File: src/rtl/gcpr_pkg.sv
// Package for the gap-cluster point reducer.
// Holds widths, register and mode codes, and the controller/datapath structs.
// No dependencies; every other file of the block uses it.
`timescale 1ns / 1ps

package gcpr_pkg;

    // Data and count widths.
    localparam int DATA_BITS  = 32;
    localparam int COUNT_BITS = 16;
    localparam int SUM_BITS   = DATA_BITS + COUNT_BITS;
    localparam int QCNT_BITS  = $clog2(SUM_BITS);

    // Configuration registers.
    localparam int GAP_BITS      = 31;
    localparam int MODE_BITS     = 2;
    localparam int CFG_DATA_BITS = 31;
    localparam int CFG_IDX_BITS  = 1;

    localparam logic [CFG_IDX_BITS-1:0] CFG_GAP_LIMIT   = 1'd0;
    localparam logic [CFG_IDX_BITS-1:0] CFG_REDUCE_MODE = 1'd1;

    // Reduction modes; codes two and three both select the mean.
    localparam logic [MODE_BITS-1:0] MODE_MIN  = 2'd0;
    localparam logic [MODE_BITS-1:0] MODE_MAX  = 2'd1;
    localparam logic [MODE_BITS-1:0] MODE_MEAN = 2'd2;

    // Width of the exact x step and of the gap limit it is compared against.
    localparam int STEP_BITS = (DATA_BITS > GAP_BITS) ? DATA_BITS + 1 : GAP_BITS + 1;

    // A pack closes once it holds this many points.
    localparam logic [COUNT_BITS-1:0] COUNT_MAX = {COUNT_BITS{1'b1}};

    // Commands from the controller to the datapath.
    typedef struct packed {
        logic latch;
        logic update;
        logic div_start;
        logic push;
        logic run_end;
        logic stream_end;
    } t_dp_cmd;

    // Status from the datapath to the controller.
    typedef struct packed {
        logic gap_close;
        logic count_full;
        logic fin;
        logic mean_mode;
        logic div_done;
        logic out_free;
    } t_dp_status;

endpackage

File: src/rtl/gcpr_in_if.sv
// Input point channel of the gap-cluster point reducer.
// Depends on gcpr_pkg for the field widths.
`timescale 1ns / 1ps

interface gcpr_in_if;
    logic                                 valid;
    logic                                 ready;
    logic signed [gcpr_pkg::DATA_BITS-1:0] point_x;
    logic signed [gcpr_pkg::DATA_BITS-1:0] point_y;
    logic                                 final_point;

    modport source (output valid, output point_x, output point_y, output final_point,
                    input ready);
    modport sink (input valid, input point_x, input point_y, input final_point,
                  output ready);
endinterface

File: src/rtl/gcpr_out_if.sv
// Result channel of the gap-cluster point reducer.
// Depends on gcpr_pkg for the field widths.
`timescale 1ns / 1ps

interface gcpr_out_if;
    logic                                 valid;
    logic                                 ready;
    logic signed [gcpr_pkg::DATA_BITS-1:0] reduced_x;
    logic signed [gcpr_pkg::DATA_BITS-1:0] reduced_y;
    logic                                 run_end;
    logic                                 stream_end;

    modport source (output valid, output reduced_x, output reduced_y, output run_end,
                    output stream_end, input ready);
    modport sink (input valid, input reduced_x, input reduced_y, input run_end,
                  input stream_end, output ready);
endinterface

File: src/rtl/gap_cluster_point_reducer.sv
// Gap-cluster point reducer: one point per transaction, one pack at a time.
// Points are taken one at a time: input ready is high only while idle, so a new point waits
// until the last one is through. Mean mode adds the bit-serial 48-bit divisions to each result,
// and a stalled result sink holds the controller until the result register is free.
// Synchronous active-low reset clears configuration, pack and result valid.
`timescale 1ns / 1ps

module gap_cluster_point_reducer (
    input  logic                                 i_clk,
    input  logic                                 i_rst_n,
    gcpr_in_if.sink                              i_pt,
    gcpr_out_if.source                           o_res,
    input  logic                                 i_cfg_we,
    input  logic [gcpr_pkg::CFG_IDX_BITS-1:0]    i_cfg_idx,
    input  logic [gcpr_pkg::CFG_DATA_BITS-1:0]   i_cfg_data
);

    gcpr_pkg::t_dp_cmd    w_cmd;
    gcpr_pkg::t_dp_status w_status;
    logic                 w_in_ready;

    // Sequencing.
    gcpr_ctrl u_ctrl (
        .i_clk      (i_clk),
        .i_rst_n    (i_rst_n),
        .i_in_valid (i_pt.valid),
        .o_in_ready (w_in_ready),
        .i_status   (w_status),
        .o_cmd      (w_cmd)
    );

    assign i_pt.ready = w_in_ready;

    // Arithmetic and storage.
    gcpr_datapath u_dp (
        .i_clk         (i_clk),
        .i_rst_n       (i_rst_n),
        .i_cmd         (w_cmd),
        .o_status      (w_status),
        .i_cfg_we      (i_cfg_we),
        .i_cfg_idx     (i_cfg_idx),
        .i_cfg_data    (i_cfg_data),
        .i_point_x     (i_pt.point_x),
        .i_point_y     (i_pt.point_y),
        .i_final_point (i_pt.final_point),
        .i_out_ready   (o_res.ready),
        .o_out_valid   (o_res.valid),
        .o_reduced_x   (o_res.reduced_x),
        .o_reduced_y   (o_res.reduced_y),
        .o_run_end     (o_res.run_end),
        .o_stream_end  (o_res.stream_end)
    );

endmodule

File: src/rtl/gcpr_div.sv
// Signed sum divided by a point count, one quotient bit per cycle, truncating.
// Depends on gcpr_pkg for the sum, count and data widths.
`timescale 1ns / 1ps

module gcpr_div (
    input  logic                                  i_clk,
    input  logic                                  i_rst_n,
    input  logic                                  i_start,
    input  logic signed [gcpr_pkg::SUM_BITS-1:0]  i_sum,
    input  logic        [gcpr_pkg::COUNT_BITS-1:0] i_count,
    output logic                                  o_done,
    output logic signed [gcpr_pkg::DATA_BITS-1:0] o_quot
);

    logic [gcpr_pkg::SUM_BITS-1:0]   r_quo;
    logic [gcpr_pkg::COUNT_BITS-1:0] r_rem;
    logic [gcpr_pkg::COUNT_BITS-1:0] r_divisor;
    logic [gcpr_pkg::QCNT_BITS-1:0]  r_cnt;
    logic                            r_busy;
    logic                            r_done;
    logic                            r_neg;

    logic [gcpr_pkg::SUM_BITS-1:0]   w_mag;
    logic [gcpr_pkg::COUNT_BITS:0]   w_shift;
    logic [gcpr_pkg::COUNT_BITS:0]   w_diff;
    logic                            w_bit;
    logic [gcpr_pkg::COUNT_BITS-1:0] n_rem;
    logic [gcpr_pkg::SUM_BITS-1:0]   w_signed_quo;

    // Magnitude of the dividend; the sign is applied to the quotient at the end.
    assign w_mag = i_sum[gcpr_pkg::SUM_BITS-1] ? (~i_sum + 1'b1) : i_sum;

    // One restoring step: shift in the next dividend bit and try a subtract.
    always_comb begin
        w_shift = {r_rem, r_quo[gcpr_pkg::SUM_BITS-1]};
        w_diff  = w_shift - {1'b0, r_divisor};
        w_bit   = (w_shift >= {1'b0, r_divisor});
        n_rem   = w_bit ? w_diff[gcpr_pkg::COUNT_BITS-1:0] : w_shift[gcpr_pkg::COUNT_BITS-1:0];
    end

    // Control of the iteration.
    always_ff @(posedge i_clk) begin
        if (!i_rst_n) begin
            r_busy <= 1'b0;
            r_done <= 1'b0;
            r_cnt  <= '0;
        end else begin
            r_done <= 1'b0;
            if (i_start) begin
                r_busy <= 1'b1;
                r_cnt  <= '0;
            end else if (r_busy) begin
                r_cnt <= r_cnt + 1'b1;
                if (r_cnt == gcpr_pkg::QCNT_BITS'(gcpr_pkg::SUM_BITS - 1)) begin
                    r_busy <= 1'b0;
                    r_done <= 1'b1;
                end
            end
        end
    end

    // Partial remainder and quotient shift register.
    always_ff @(posedge i_clk) begin
        if (i_start) begin
            r_quo     <= w_mag;
            r_rem     <= '0;
            r_divisor <= i_count;
            r_neg     <= i_sum[gcpr_pkg::SUM_BITS-1];
        end else if (r_busy) begin
            r_quo <= {r_quo[gcpr_pkg::SUM_BITS-2:0], w_bit};
            r_rem <= n_rem;
        end
    end

    assign w_signed_quo = r_neg ? (~r_quo + 1'b1) : r_quo;
    assign o_quot       = $signed(w_signed_quo[gcpr_pkg::DATA_BITS-1:0]);
    assign o_done       = r_done;

endmodule

File: src/rtl/gcpr_datapath.sv
// Datapath: configuration, input holding register, pack state, two dividers
// for the mean, and the result register. Depends on gcpr_pkg and gcpr_div.
`timescale 1ns / 1ps

module gcpr_datapath (
    input  logic                                      i_clk,
    input  logic                                      i_rst_n,
    input  gcpr_pkg::t_dp_cmd                         i_cmd,
    output gcpr_pkg::t_dp_status                      o_status,
    input  logic                                      i_cfg_we,
    input  logic        [gcpr_pkg::CFG_IDX_BITS-1:0]  i_cfg_idx,
    input  logic        [gcpr_pkg::CFG_DATA_BITS-1:0] i_cfg_data,
    input  logic signed [gcpr_pkg::DATA_BITS-1:0]     i_point_x,
    input  logic signed [gcpr_pkg::DATA_BITS-1:0]     i_point_y,
    input  logic                                      i_final_point,
    input  logic                                      i_out_ready,
    output logic                                      o_out_valid,
    output logic signed [gcpr_pkg::DATA_BITS-1:0]     o_reduced_x,
    output logic signed [gcpr_pkg::DATA_BITS-1:0]     o_reduced_y,
    output logic                                      o_run_end,
    output logic                                      o_stream_end
);

    localparam int DB = gcpr_pkg::DATA_BITS;
    localparam int CB = gcpr_pkg::COUNT_BITS;
    localparam int SB = gcpr_pkg::SUM_BITS;
    localparam int TB = gcpr_pkg::STEP_BITS;

    logic [gcpr_pkg::GAP_BITS-1:0]  r_gap_limit;
    logic [gcpr_pkg::MODE_BITS-1:0] r_mode;

    logic signed [DB-1:0] r_in_x;
    logic signed [DB-1:0] r_in_y;
    logic                 r_in_fin;

    logic                 r_open;
    logic signed [DB-1:0] r_prev_x;
    logic signed [DB-1:0] r_chosen_x;
    logic signed [DB-1:0] r_chosen_y;
    logic signed [SB-1:0] r_total_x;
    logic signed [SB-1:0] r_total_y;
    logic [CB-1:0]        r_count;

    logic                 r_out_valid;
    logic signed [DB-1:0] r_out_x;
    logic signed [DB-1:0] r_out_y;
    logic                 r_out_run_end;
    logic                 r_out_stream_end;

    logic signed [SB-1:0] w_ext_x;
    logic signed [SB-1:0] w_ext_y;
    logic signed [TB-1:0] w_step;
    logic signed [TB-1:0] w_gap_ext;
    logic                 w_take;
    logic                 w_mean;
    logic                 w_done_x;
    logic                 w_done_y;
    logic signed [DB-1:0] w_mean_x;
    logic signed [DB-1:0] w_mean_y;

    // Configuration writes.
    always_ff @(posedge i_clk) begin
        if (!i_rst_n) begin
            r_gap_limit <= '0;
            r_mode      <= gcpr_pkg::MODE_MIN;
        end else if (i_cfg_we) begin
            unique case (i_cfg_idx)
                gcpr_pkg::CFG_GAP_LIMIT:   r_gap_limit <= i_cfg_data[gcpr_pkg::GAP_BITS-1:0];
                gcpr_pkg::CFG_REDUCE_MODE: r_mode      <= i_cfg_data[gcpr_pkg::MODE_BITS-1:0];
                default: ;
            endcase
        end
    end

    // Hold the accepted point for the rest of its processing.
    always_ff @(posedge i_clk) begin
        if (i_cmd.latch) begin
            r_in_x   <= i_point_x;
            r_in_y   <= i_point_y;
            r_in_fin <= i_final_point;
        end
    end

    // Exact x step against the gap limit, both widened so neither side wraps.
    always_comb begin
        w_ext_x   = {{CB{r_in_x[DB-1]}}, r_in_x};
        w_ext_y   = {{CB{r_in_y[DB-1]}}, r_in_y};
        w_step    = $signed({{(TB-DB){r_in_x[DB-1]}}, r_in_x})
                  - $signed({{(TB-DB){r_prev_x[DB-1]}}, r_prev_x});
        w_gap_ext = $signed({{(TB-gcpr_pkg::GAP_BITS){1'b0}}, r_gap_limit});
        w_mean    = r_mode[1];
    end

    // Minimum or maximum choice under the mode in force for this point.
    always_comb begin
        case (r_mode)
            gcpr_pkg::MODE_MIN: w_take = (r_in_y < r_chosen_y);
            gcpr_pkg::MODE_MAX: w_take = (r_in_y > r_chosen_y);
            default:            w_take = 1'b0;
        endcase
    end

    // Pack state: a push closes and clears the pack, an update adds the point.
    always_ff @(posedge i_clk) begin
        if (!i_rst_n) begin
            r_open     <= 1'b0;
            r_count    <= '0;
            r_prev_x   <= '0;
            r_chosen_x <= '0;
            r_chosen_y <= '0;
            r_total_x  <= '0;
            r_total_y  <= '0;
        end else if (i_cmd.push) begin
            r_open     <= 1'b0;
            r_count    <= '0;
            r_chosen_x <= '0;
            r_chosen_y <= '0;
            r_total_x  <= '0;
            r_total_y  <= '0;
        end else if (i_cmd.update) begin
            r_prev_x <= r_in_x;
            if (!r_open) begin
                r_open     <= 1'b1;
                r_count    <= CB'(1);
                r_chosen_x <= r_in_x;
                r_chosen_y <= r_in_y;
                r_total_x  <= w_ext_x;
                r_total_y  <= w_ext_y;
            end else begin
                r_count   <= r_count + 1'b1;
                r_total_x <= r_total_x + w_ext_x;
                r_total_y <= r_total_y + w_ext_y;
                if (w_take) begin
                    r_chosen_x <= r_in_x;
                    r_chosen_y <= r_in_y;
                end
            end
        end
    end

    // Mean of x and y, computed side by side.
    gcpr_div u_div_x (
        .i_clk   (i_clk),
        .i_rst_n (i_rst_n),
        .i_start (i_cmd.div_start),
        .i_sum   (r_total_x),
        .i_count (r_count),
        .o_done  (w_done_x),
        .o_quot  (w_mean_x)
    );

    gcpr_div u_div_y (
        .i_clk   (i_clk),
        .i_rst_n (i_rst_n),
        .i_start (i_cmd.div_start),
        .i_sum   (r_total_y),
        .i_count (r_count),
        .o_done  (w_done_y),
        .o_quot  (w_mean_y)
    );

    // Result register; it frees up when the sink takes the transaction.
    always_ff @(posedge i_clk) begin
        if (!i_rst_n) begin
            r_out_valid <= 1'b0;
        end else if (i_cmd.push) begin
            r_out_valid <= 1'b1;
        end else if (i_out_ready) begin
            r_out_valid <= 1'b0;
        end
    end

    always_ff @(posedge i_clk) begin
        if (i_cmd.push) begin
            r_out_x          <= w_mean ? w_mean_x : r_chosen_x;
            r_out_y          <= w_mean ? w_mean_y : r_chosen_y;
            r_out_run_end    <= i_cmd.run_end;
            r_out_stream_end <= i_cmd.stream_end;
        end
    end

    // Status toward the controller.
    always_comb begin
        o_status.gap_close  = r_open && (w_step > w_gap_ext);
        o_status.count_full = (r_count >= gcpr_pkg::COUNT_MAX);
        o_status.fin        = r_in_fin;
        o_status.mean_mode  = w_mean;
        o_status.div_done   = w_done_x && w_done_y;
        o_status.out_free   = !r_out_valid || i_out_ready;
    end

    assign o_out_valid  = r_out_valid;
    assign o_reduced_x  = r_out_x;
    assign o_reduced_y  = r_out_y;
    assign o_run_end    = r_out_run_end;
    assign o_stream_end = r_out_stream_end;

endmodule

File: src/rtl/gcpr_ctrl.sv
// Controller: sequences gap check, pack emission, pack update and flush.
// Depends on gcpr_pkg for the command and status structs.
`timescale 1ns / 1ps

module gcpr_ctrl (
    input  logic                 i_clk,
    input  logic                 i_rst_n,
    input  logic                 i_in_valid,
    output logic                 o_in_ready,
    input  gcpr_pkg::t_dp_status i_status,
    output gcpr_pkg::t_dp_cmd    o_cmd
);

    localparam logic [2:0] S_IDLE   = 3'd0;
    localparam logic [2:0] S_CHECK  = 3'd1;
    localparam logic [2:0] S_EMIT   = 3'd2;
    localparam logic [2:0] S_DIV    = 3'd3;
    localparam logic [2:0] S_PUSH   = 3'd4;
    localparam logic [2:0] S_UPDATE = 3'd5;
    localparam logic [2:0] S_DECIDE = 3'd6;

    logic [2:0] r_state;
    logic [2:0] n_state;
    // Low while emitting the pack that a gap closes, high for the close after a final point or full pack.
    logic       r_phase;
    logic       n_phase;

    always_ff @(posedge i_clk) begin
        if (!i_rst_n) begin
            r_state <= S_IDLE;
            r_phase <= 1'b0;
        end else begin
            r_state <= n_state;
            r_phase <= n_phase;
        end
    end

    // Next state and commands.
    always_comb begin
        n_state          = r_state;
        n_phase          = r_phase;
        o_in_ready       = 1'b0;
        o_cmd            = '0;
        o_cmd.run_end    = r_phase || !i_status.fin;
        o_cmd.stream_end = r_phase && i_status.fin;
        unique case (r_state)
            S_IDLE: begin
                o_in_ready  = 1'b1;
                o_cmd.latch = i_in_valid;
                if (i_in_valid) begin
                    n_state = S_CHECK;
                end
            end
            S_CHECK: begin
                n_phase = 1'b0;
                n_state = i_status.gap_close ? S_EMIT : S_UPDATE;
            end
            S_EMIT: begin
                if (i_status.mean_mode) begin
                    o_cmd.div_start = 1'b1;
                    n_state         = S_DIV;
                end else begin
                    n_state = S_PUSH;
                end
            end
            S_DIV: begin
                if (i_status.div_done) begin
                    n_state = S_PUSH;
                end
            end
            S_PUSH: begin
                if (i_status.out_free) begin
                    o_cmd.push = 1'b1;
                    n_state    = r_phase ? S_IDLE : S_UPDATE;
                end
            end
            S_UPDATE: begin
                o_cmd.update = 1'b1;
                n_state      = S_DECIDE;
            end
            S_DECIDE: begin
                if (i_status.fin || i_status.count_full) begin
                    n_phase = 1'b1;
                    n_state = S_EMIT;
                end else begin
                    n_state = S_IDLE;
                end
            end
            default: begin
                n_state = S_IDLE;
            end
        endcase
    end

endmodule

File: src/flat_wrapper.sv
// flat-port wrapper written by rule: the top's interface ports become plain ports
module gap_cluster_point_reducer_flat 
  (i_clk, i_rst_n, i_cfg_we, i_cfg_idx, i_cfg_data, i_pt_valid, i_pt_point_x, i_pt_point_y, i_pt_final_point, i_pt_ready, o_res_valid, o_res_reduced_x, o_res_reduced_y, o_res_run_end, o_res_stream_end, o_res_ready);
  gcpr_in_if i_pt_i ();
  gcpr_out_if o_res_i ();
  input  logic i_clk;
  input  logic i_rst_n;
  input  logic i_cfg_we;
  input  logic [gcpr_pkg::CFG_IDX_BITS-1:0] i_cfg_idx;
  input  logic [gcpr_pkg::CFG_DATA_BITS-1:0] i_cfg_data;
  input wire logic [$bits(i_pt_i.valid)-1:0] i_pt_valid;
  input wire logic [$bits(i_pt_i.point_x)-1:0] i_pt_point_x;
  input wire logic [$bits(i_pt_i.point_y)-1:0] i_pt_point_y;
  input wire logic [$bits(i_pt_i.final_point)-1:0] i_pt_final_point;
  output wire logic [$bits(i_pt_i.ready)-1:0] i_pt_ready;
  output wire logic [$bits(o_res_i.valid)-1:0] o_res_valid;
  output wire logic [$bits(o_res_i.reduced_x)-1:0] o_res_reduced_x;
  output wire logic [$bits(o_res_i.reduced_y)-1:0] o_res_reduced_y;
  output wire logic [$bits(o_res_i.run_end)-1:0] o_res_run_end;
  output wire logic [$bits(o_res_i.stream_end)-1:0] o_res_stream_end;
  input wire logic [$bits(o_res_i.ready)-1:0] o_res_ready;
  assign i_pt_i.valid = i_pt_valid;
  assign i_pt_i.point_x = i_pt_point_x;
  assign i_pt_i.point_y = i_pt_point_y;
  assign i_pt_i.final_point = i_pt_final_point;
  assign i_pt_ready = i_pt_i.ready;
  assign o_res_valid = o_res_i.valid;
  assign o_res_reduced_x = o_res_i.reduced_x;
  assign o_res_reduced_y = o_res_i.reduced_y;
  assign o_res_run_end = o_res_i.run_end;
  assign o_res_stream_end = o_res_i.stream_end;
  assign o_res_i.ready = o_res_ready;
  gap_cluster_point_reducer u_core (.i_clk(i_clk), .i_rst_n(i_rst_n), .i_pt(i_pt_i), .o_res(o_res_i), .i_cfg_we(i_cfg_we), .i_cfg_idx(i_cfg_idx), .i_cfg_data(i_cfg_data));
endmodule
File: config.mk
export PLATFORM = sky130hd
export DESIGN_NAME = gap_cluster_point_reducer_flat
export DESIGN_NICKNAME = d
export VERILOG_FILES = /design/src/rtl/gcpr_pkg.sv /design/src/rtl/gcpr_in_if.sv /design/src/rtl/gcpr_out_if.sv /design/src/rtl/gap_cluster_point_reducer.sv /design/src/rtl/gcpr_div.sv /design/src/rtl/gcpr_datapath.sv /design/src/rtl/gcpr_ctrl.sv /design/src/flat_wrapper.sv
export SDC_FILE = /design/constraint.sdc
export NUM_CORES = 2
export LEC_CHECK = 0
export ABC_AREA = 1
export BUFFER_PORTS_ARGS = -buffer_cell sky130_fd_sc_hd__buf_2
export CORE_UTILIZATION = 63
export DETAILED_ROUTE_END_ITERATION = 8
export MAX_ROUTING_LAYER = met4
export PLACE_DENSITY = 0.81
export REMOVE_ABC_BUFFERS = 1
export SETUP_SLACK_MARGIN = 0.05
export SLEW_MARGIN = 30
export SYNTH_ARGS = -nofsm -noshare
export SYNTH_HDL_FRONTEND = slang
export SYNTH_SLANG_ARGS = --single-unit
File: constraint.sdc
create_clock -name i_clk -period 4.78 [get_ports i_clk]
set_input_delay 0 -clock i_clk [delete_from_list [all_inputs] [get_ports i_clk]]
set_output_delay 0 -clock i_clk [all_outputs]
set_load 0.01 [all_outputs]
* Word level (Yosys, flattened, before mapping)
Cells that the tools add are included.
** Word-level totals
- Input port bits :: 102
- Word-level logic and storage cells :: 144
- Output and inout bits :: 68
- Register bits :: 540
** Cells by class
- Mux-type cells :: 47
- Equality and inequality tests :: 14
- Order comparisons :: 6
- Reductions and logical operators :: 24
- Bitwise gates (word level) :: 9
- Add/subtract/negate cells :: 12
** Operators with widths (number)
- 2-to-1 mux 48 bit :: 8
- 2-to-1 mux 32 bit :: 8
- adder 48 x 1 -> 48 bit, second input constant :: 2
- adder 48 x 32 -> 48 bit :: 2
- inverter 48 bit :: 2
- adder 32 x 1 -> 32 bit, second input constant :: 2
- inverter 32 bit :: 2
- 2-to-1 mux 16 bit :: 3
- >= comparator 17 x 16 -> 1 bit :: 2
- greater-than comparator 33 x 32 -> 1 bit :: 1
- subtractor 32 x 32 -> 33 bit :: 1
- greater-than comparator 32 bit :: 1
- less-than comparator 32 bit :: 1
- subtractor 16 bit :: 2
- case mux 3 bit (7 select lines) :: 1
- 2-to-1 mux 1 bit :: 18
- 2-to-1 mux 3 bit :: 6
- adder 16 x 1 -> 16 bit, second input constant :: 1
- >= comparator 16 bit, second input constant :: 1
- adder 6 x 1 -> 6 bit, second input constant :: 2
- == test 6 bit, second input constant :: 2
- AND reduction 2 bit :: 5
- == test 3 bit, second input constant :: 3
- != test 2 bit, second input constant :: 4
- other kinds (16) :: 32

* Logic depth before layout (Yosys ltp)
- Depth in word-level cells :: 6
- Mapped depth :: 31
- Gate-level depth less buffers :: 31

* Cells and area by module
Synthesis repeated with hierarchy kept, for this count alone.
** Second synthesis, totals
- Cells, all modules :: 5536
- Area total of the unflattened synthesis :: 38917.3 µm²
** By module, submodules not included
- gcpr_datapath :: times used 1, cells each 3328, seq. area each 8798.4 µm², area an instance 24222.0 µm²
- gcpr_div at u_core.u_dp.u_div_y :: times used 1, cells each 1067, seq. area each 2432.3 µm², area an instance 7216.9 µm²
- gcpr_div at u_core.u_dp.u_div_x :: times used 1, cells each 1082, seq. area each 2432.3 µm², area an instance 7135.6 µm²
- gcpr_ctrl :: times used 1, cells each 59, seq. area each 80.1 µm², area an instance 342.8 µm²

* Worst setup path before layout
Ideal clock, no wire load.
- Path type :: register to register
- Start point :: reg u_core.u_ctrl.r_state[0]
- End point :: reg u_core.u_dp.r_chosen_x[10]
- Path slack :: 0.372 ns
- Buffers on the path :: 2
- Arrival time :: 4.276 ns
- Clock period less this slack :: 4.408 ns
- Setup time :: 0.132 ns
- Data required time :: 4.648 ns
- Stages on the path, launching flop included :: 9
- Cells stage by stage :: dfxtp_1 -> nor2_1 -> nand2_1 -> nor2_1 -> inv_1 -> nand2_1 -> clkbuf_1 -> clkbuf_1 -> a21oi_1
** RTL lines
- start: declaration :: RTL line gcpr_ctrl.sv:22 : logic [2:0] r_state;
- start signal: assignment :: RTL line gcpr_ctrl.sv:33 : r_state <= n_state;
- end signal: assignment :: RTL line gcpr_datapath.sv:125 : r_chosen_x <= r_in_x;
- end signal: assignment :: RTL line gcpr_datapath.sv:134 : r_chosen_x <= r_in_x;
- end: declaration :: RTL line gcpr_datapath.sv:38 : logic signed [DB-1:0] r_chosen_x;

* Worst setup path after layout
- Start point :: reg u_core.u_dp.r_in_x[0]
- End point :: reg u_core.u_ctrl.r_state[2]
** Between the ends
- Word-level cells in the longest chain between the ends :: 5
** Ends and longest elaborated chain
- start: declaration :: RTL line gcpr_datapath.sv:32 : logic signed [DB-1:0] r_in_x;
- start signal: assignment :: RTL line gcpr_datapath.sv:78 : r_in_x <= i_point_x;
- subtractor 32 x 32 -> 33 bit :: RTL line gcpr_datapath.sv:89 : - $signed({{(TB-DB){r_prev_x[DB-1]}}, r_prev_x});
- greater-than comparator 33 x 32 -> 1 bit :: RTL line gcpr_datapath.sv:184 : o_status.gap_close = r_open && (w_step > w_gap_ext);
- logical AND 1 bit :: RTL line gcpr_datapath.sv:184
- 2-to-1 mux 3 bit :: RTL line gcpr_ctrl.sv:56 : n_state = i_status.gap_close ? S_EMIT : S_UPDATE;
- case mux 3 bit (7 select lines) :: RTL line gcpr_ctrl.sv:46 : unique case (r_state)
Every way passes these cells.
A chain may end at the register's enable or synchronous reset.

==> impl_metrics.tcl <==
set metrics [dict create \
    status "finished, final reports clean" \
    grt_max_degree 87 \
    crit_top_cell "nand2_1" \
    setup_viol 0 \
    hold_viol_final 0 \
    synthCells 4755 \
    clock_latency_ps 640 \
    synth-main-ff-cell "dfxtp_1" \
    yosys_register_bits 540 \
    clockRootBuffer "clkbuf_16" \
    hp-class "in -> reg" \
    p_leak_uw 0.0166 \
    wire_per_inst_um 19.1 \
    critical_path.top_delay_family "simple AND/OR/NAND/NOR gates" \
    coreArea_um2 55300 \
    clockBufferDepth 3 \
    worstPathArrival_ps 4940 \
    slowest_delay_ps 440 \
    ctsHtreeMaxLevel 2 \
    drv_slew 0 \
    grt_pass1_wl_mm 172 \
    dp_slack_ps 492 \
    layout_commonest_cell "nand2_1" \
    cp_slowest_cell "edfxtp_1" \
    die_h_um 239 \
    cp.required_ps 5340 \
    timing.max_slew.rel_slack_pct 33.4 \
    final_cell_mix "nand2_1 (1050), a21oi_1 (484), inv_1 (451), nor2_1 (418), o21ai_0 (390)" \
    final-seq-area_um2 13300 \
    place.detailed.hpwl_mm 79.3 \
    grt_setup_unrepaired "no" \
    yosysWarnings 0 \
    drt_iter0_markers 3210 \
    synth.distinct_cells 72 \
    portBuffers 169 \
    cts_buffers 57 \
    start_util_pct 64.1 \
    cp-start-kind "register" \
    grt_usage_pct 39.5 \
    tritoncts "yes" \
    fin_crit_ps 4390 \
    cap_violations 0 \
    pin_count 170 \
    via_count 34200 \
    antenna_found_initial 1 \
    synthToLayoutAreaGrowth_pct 12.7 \
    tightest_slew_ps 999 \
    final.period_utilization_pct 91.8 \
    dieWidth_um 239 \
    final_util_pct 72.2 \
    ant_nets 0 \
    gp_congestion 1.07 \
    async_reset_ff_share_pct 0 \
    overflow 0 \
    drc 0 \
    clk_pin_slew_ps 60 \
    synth_edf_count 245 \
    layout.nets 5310 \
    clock-skew-final_ps 28.1 \
    path_class "reg -> reg" \
    die_area_um2 57200 \
    drt-total-wl_mm 110 \
    syn-cell-area_um2 35400 \
    yosysSeqAreaShare_pct 37.4 \
    power_density_nw_per_um2 447 \
    viasPerCell 5.92 \
    cp-end-kind "register" \
    cts_sinks 540 \
    path_max_fanout 3 \
    drive_gt1_share_pct 7.70 \
    cp_num_buf_inv 3 \
    ir_drop_mv 0.385 \
    synth.avg_cell_area_um2 7.45 \
    grt_pass1_vias 32900 \
    drt_first_pass_iters 5 \
    finalWorstSetupSlack_ps 393 \
    rows 86 \
    nFillCells 4518 \
    fmax_mhz 228 \
    multi_input_area_um2 19800 \
]
cell type report:
type                       count  share of cell area [%]
timing repair buffer         316                    5.60
multi-input combinational   3588                    49.6
clock inverter                18                   0.342
inverter                     472                    4.46
tap                          748                    2.34
antenna                        1                 0.00627
clock buffer                  89                    4.44
sequential                   540                    33.2
through the flow:
stage	TNS [ps]	hold WS, ps	instance area (µm²)	total power (µW)	instances
after floorplan	-544010	98.9	34800	10900	4600
after global placement	0	177	36900	13000	5551
after detailed placement	0	178	36900	13100	5551
after CTS	0	15.7	39900	17700	5770
after global routing	0	64.3	39900	18900	5772
final	0	45.9	39900	17900	5772
cells by family (layout without fill, tap and decap cells):
| group | count (synthesis) | count (layout) | share of synthesized area, % |
|---|---|---|---|
| compound gates | 1154 | 1154 | 17.9 |
| other cells | 0 | 1 | 0 |
| xor+xnor | 236 | 236 | 5.83 |
| simple gates | 1965 | 1965 | 23.6 |
| buf+inv | 627 | 895 | 6.91 |
| fa+ha+maj | 233 | 233 | 8.33 |
| flops | 540 | 540 | 37.4 |
layer usage:
metal | up-vias | global-route usage, % | share of wire (%)
met5 | - | - | 0
met4 | 0 | 20.0 | 5.2
met3 | 320 | 4.63 | 7.2
met2 | 1401 | 66.2 | 48
met1 | 15900 | 46.8 | 40
li1 | 16600 | - | -
tightest hold or removal path, stage by stage:
cell	delay (ps)
buf_2	100
buf_4	330
o21ai_1	170
inv_1	40
sequential cells by signal, summed over array words and instances (netlist names), 48 cells and up:
register and cells:
u_core.u_dp.r_total_x 48, u_core.u_dp.r_total_y 48, u_core.u_dp.u_div_x.r_quo 48, u_core.u_dp.u_div_y.r_quo 48
synthesized netlist by cell type, drive strengths merged, types with 40 or more instances:
library cell | count | area share [%]
inv | 467 | 4.9
nor2 | 434 | 4.7
nand4 | 48 | 0.85
dfxtp | 295 | 17
o21ai | 467 | 6.7
a21oi | 489 | 7.0
buf | 45 | 0.66
a31oi | 40 | 0.75
nand2 | 1059 | 11
clkbuf | 110 | 1.3
ha | 228 | 8.1
nor3 | 74 | 1.2
edfxtp | 245 | 21
xor2 | 161 | 4.0
o211ai | 44 | 0.96
xnor2 | 75 | 1.9
nand3 | 251 | 3.6
timing repair:
action	in CTS	in global routing
endpoints found under the setup margin	0	3
buffers inserted	0	1
endpoints found under the hold margin	102	0
hold buffers	112	0
resized for setup	0	4
path summary, 6_finish.rpt:
| path | from | to | slack (ps) | depth (start not counted) |
|---|---|---|---|---|
| worst max-delay path | u_core.u_dp.r_in_x[0]$_DFFE_PP_ | u_core.u_ctrl.r_state[2]$_SDFFE_PN0P_ | 390 | 29 |
| worst max register to register | u_core.u_dp.r_in_x[0]$_DFFE_PP_ | u_core.u_ctrl.r_state[2]$_SDFFE_PN0P_ | 390 | 29 |
| worst min register to register | u_core.u_dp.r_count[15]$_SDFFE_PP0P_ | u_core.u_dp.u_div_y.r_divisor[15]$_DFFE_PP_ | 430 | 0 |
| worst min-delay path | i_rst_n | u_core.u_ctrl.r_state[1]$_SDFFE_PN0P_ | 50 | 4 |
power breakdown:
group	switching, µW	internal [µW]
Combinational	4810	2400
Sequential	620	5510
Clock	1920	2600
Total	7350	10500
(Power assumes the default switching activity.)
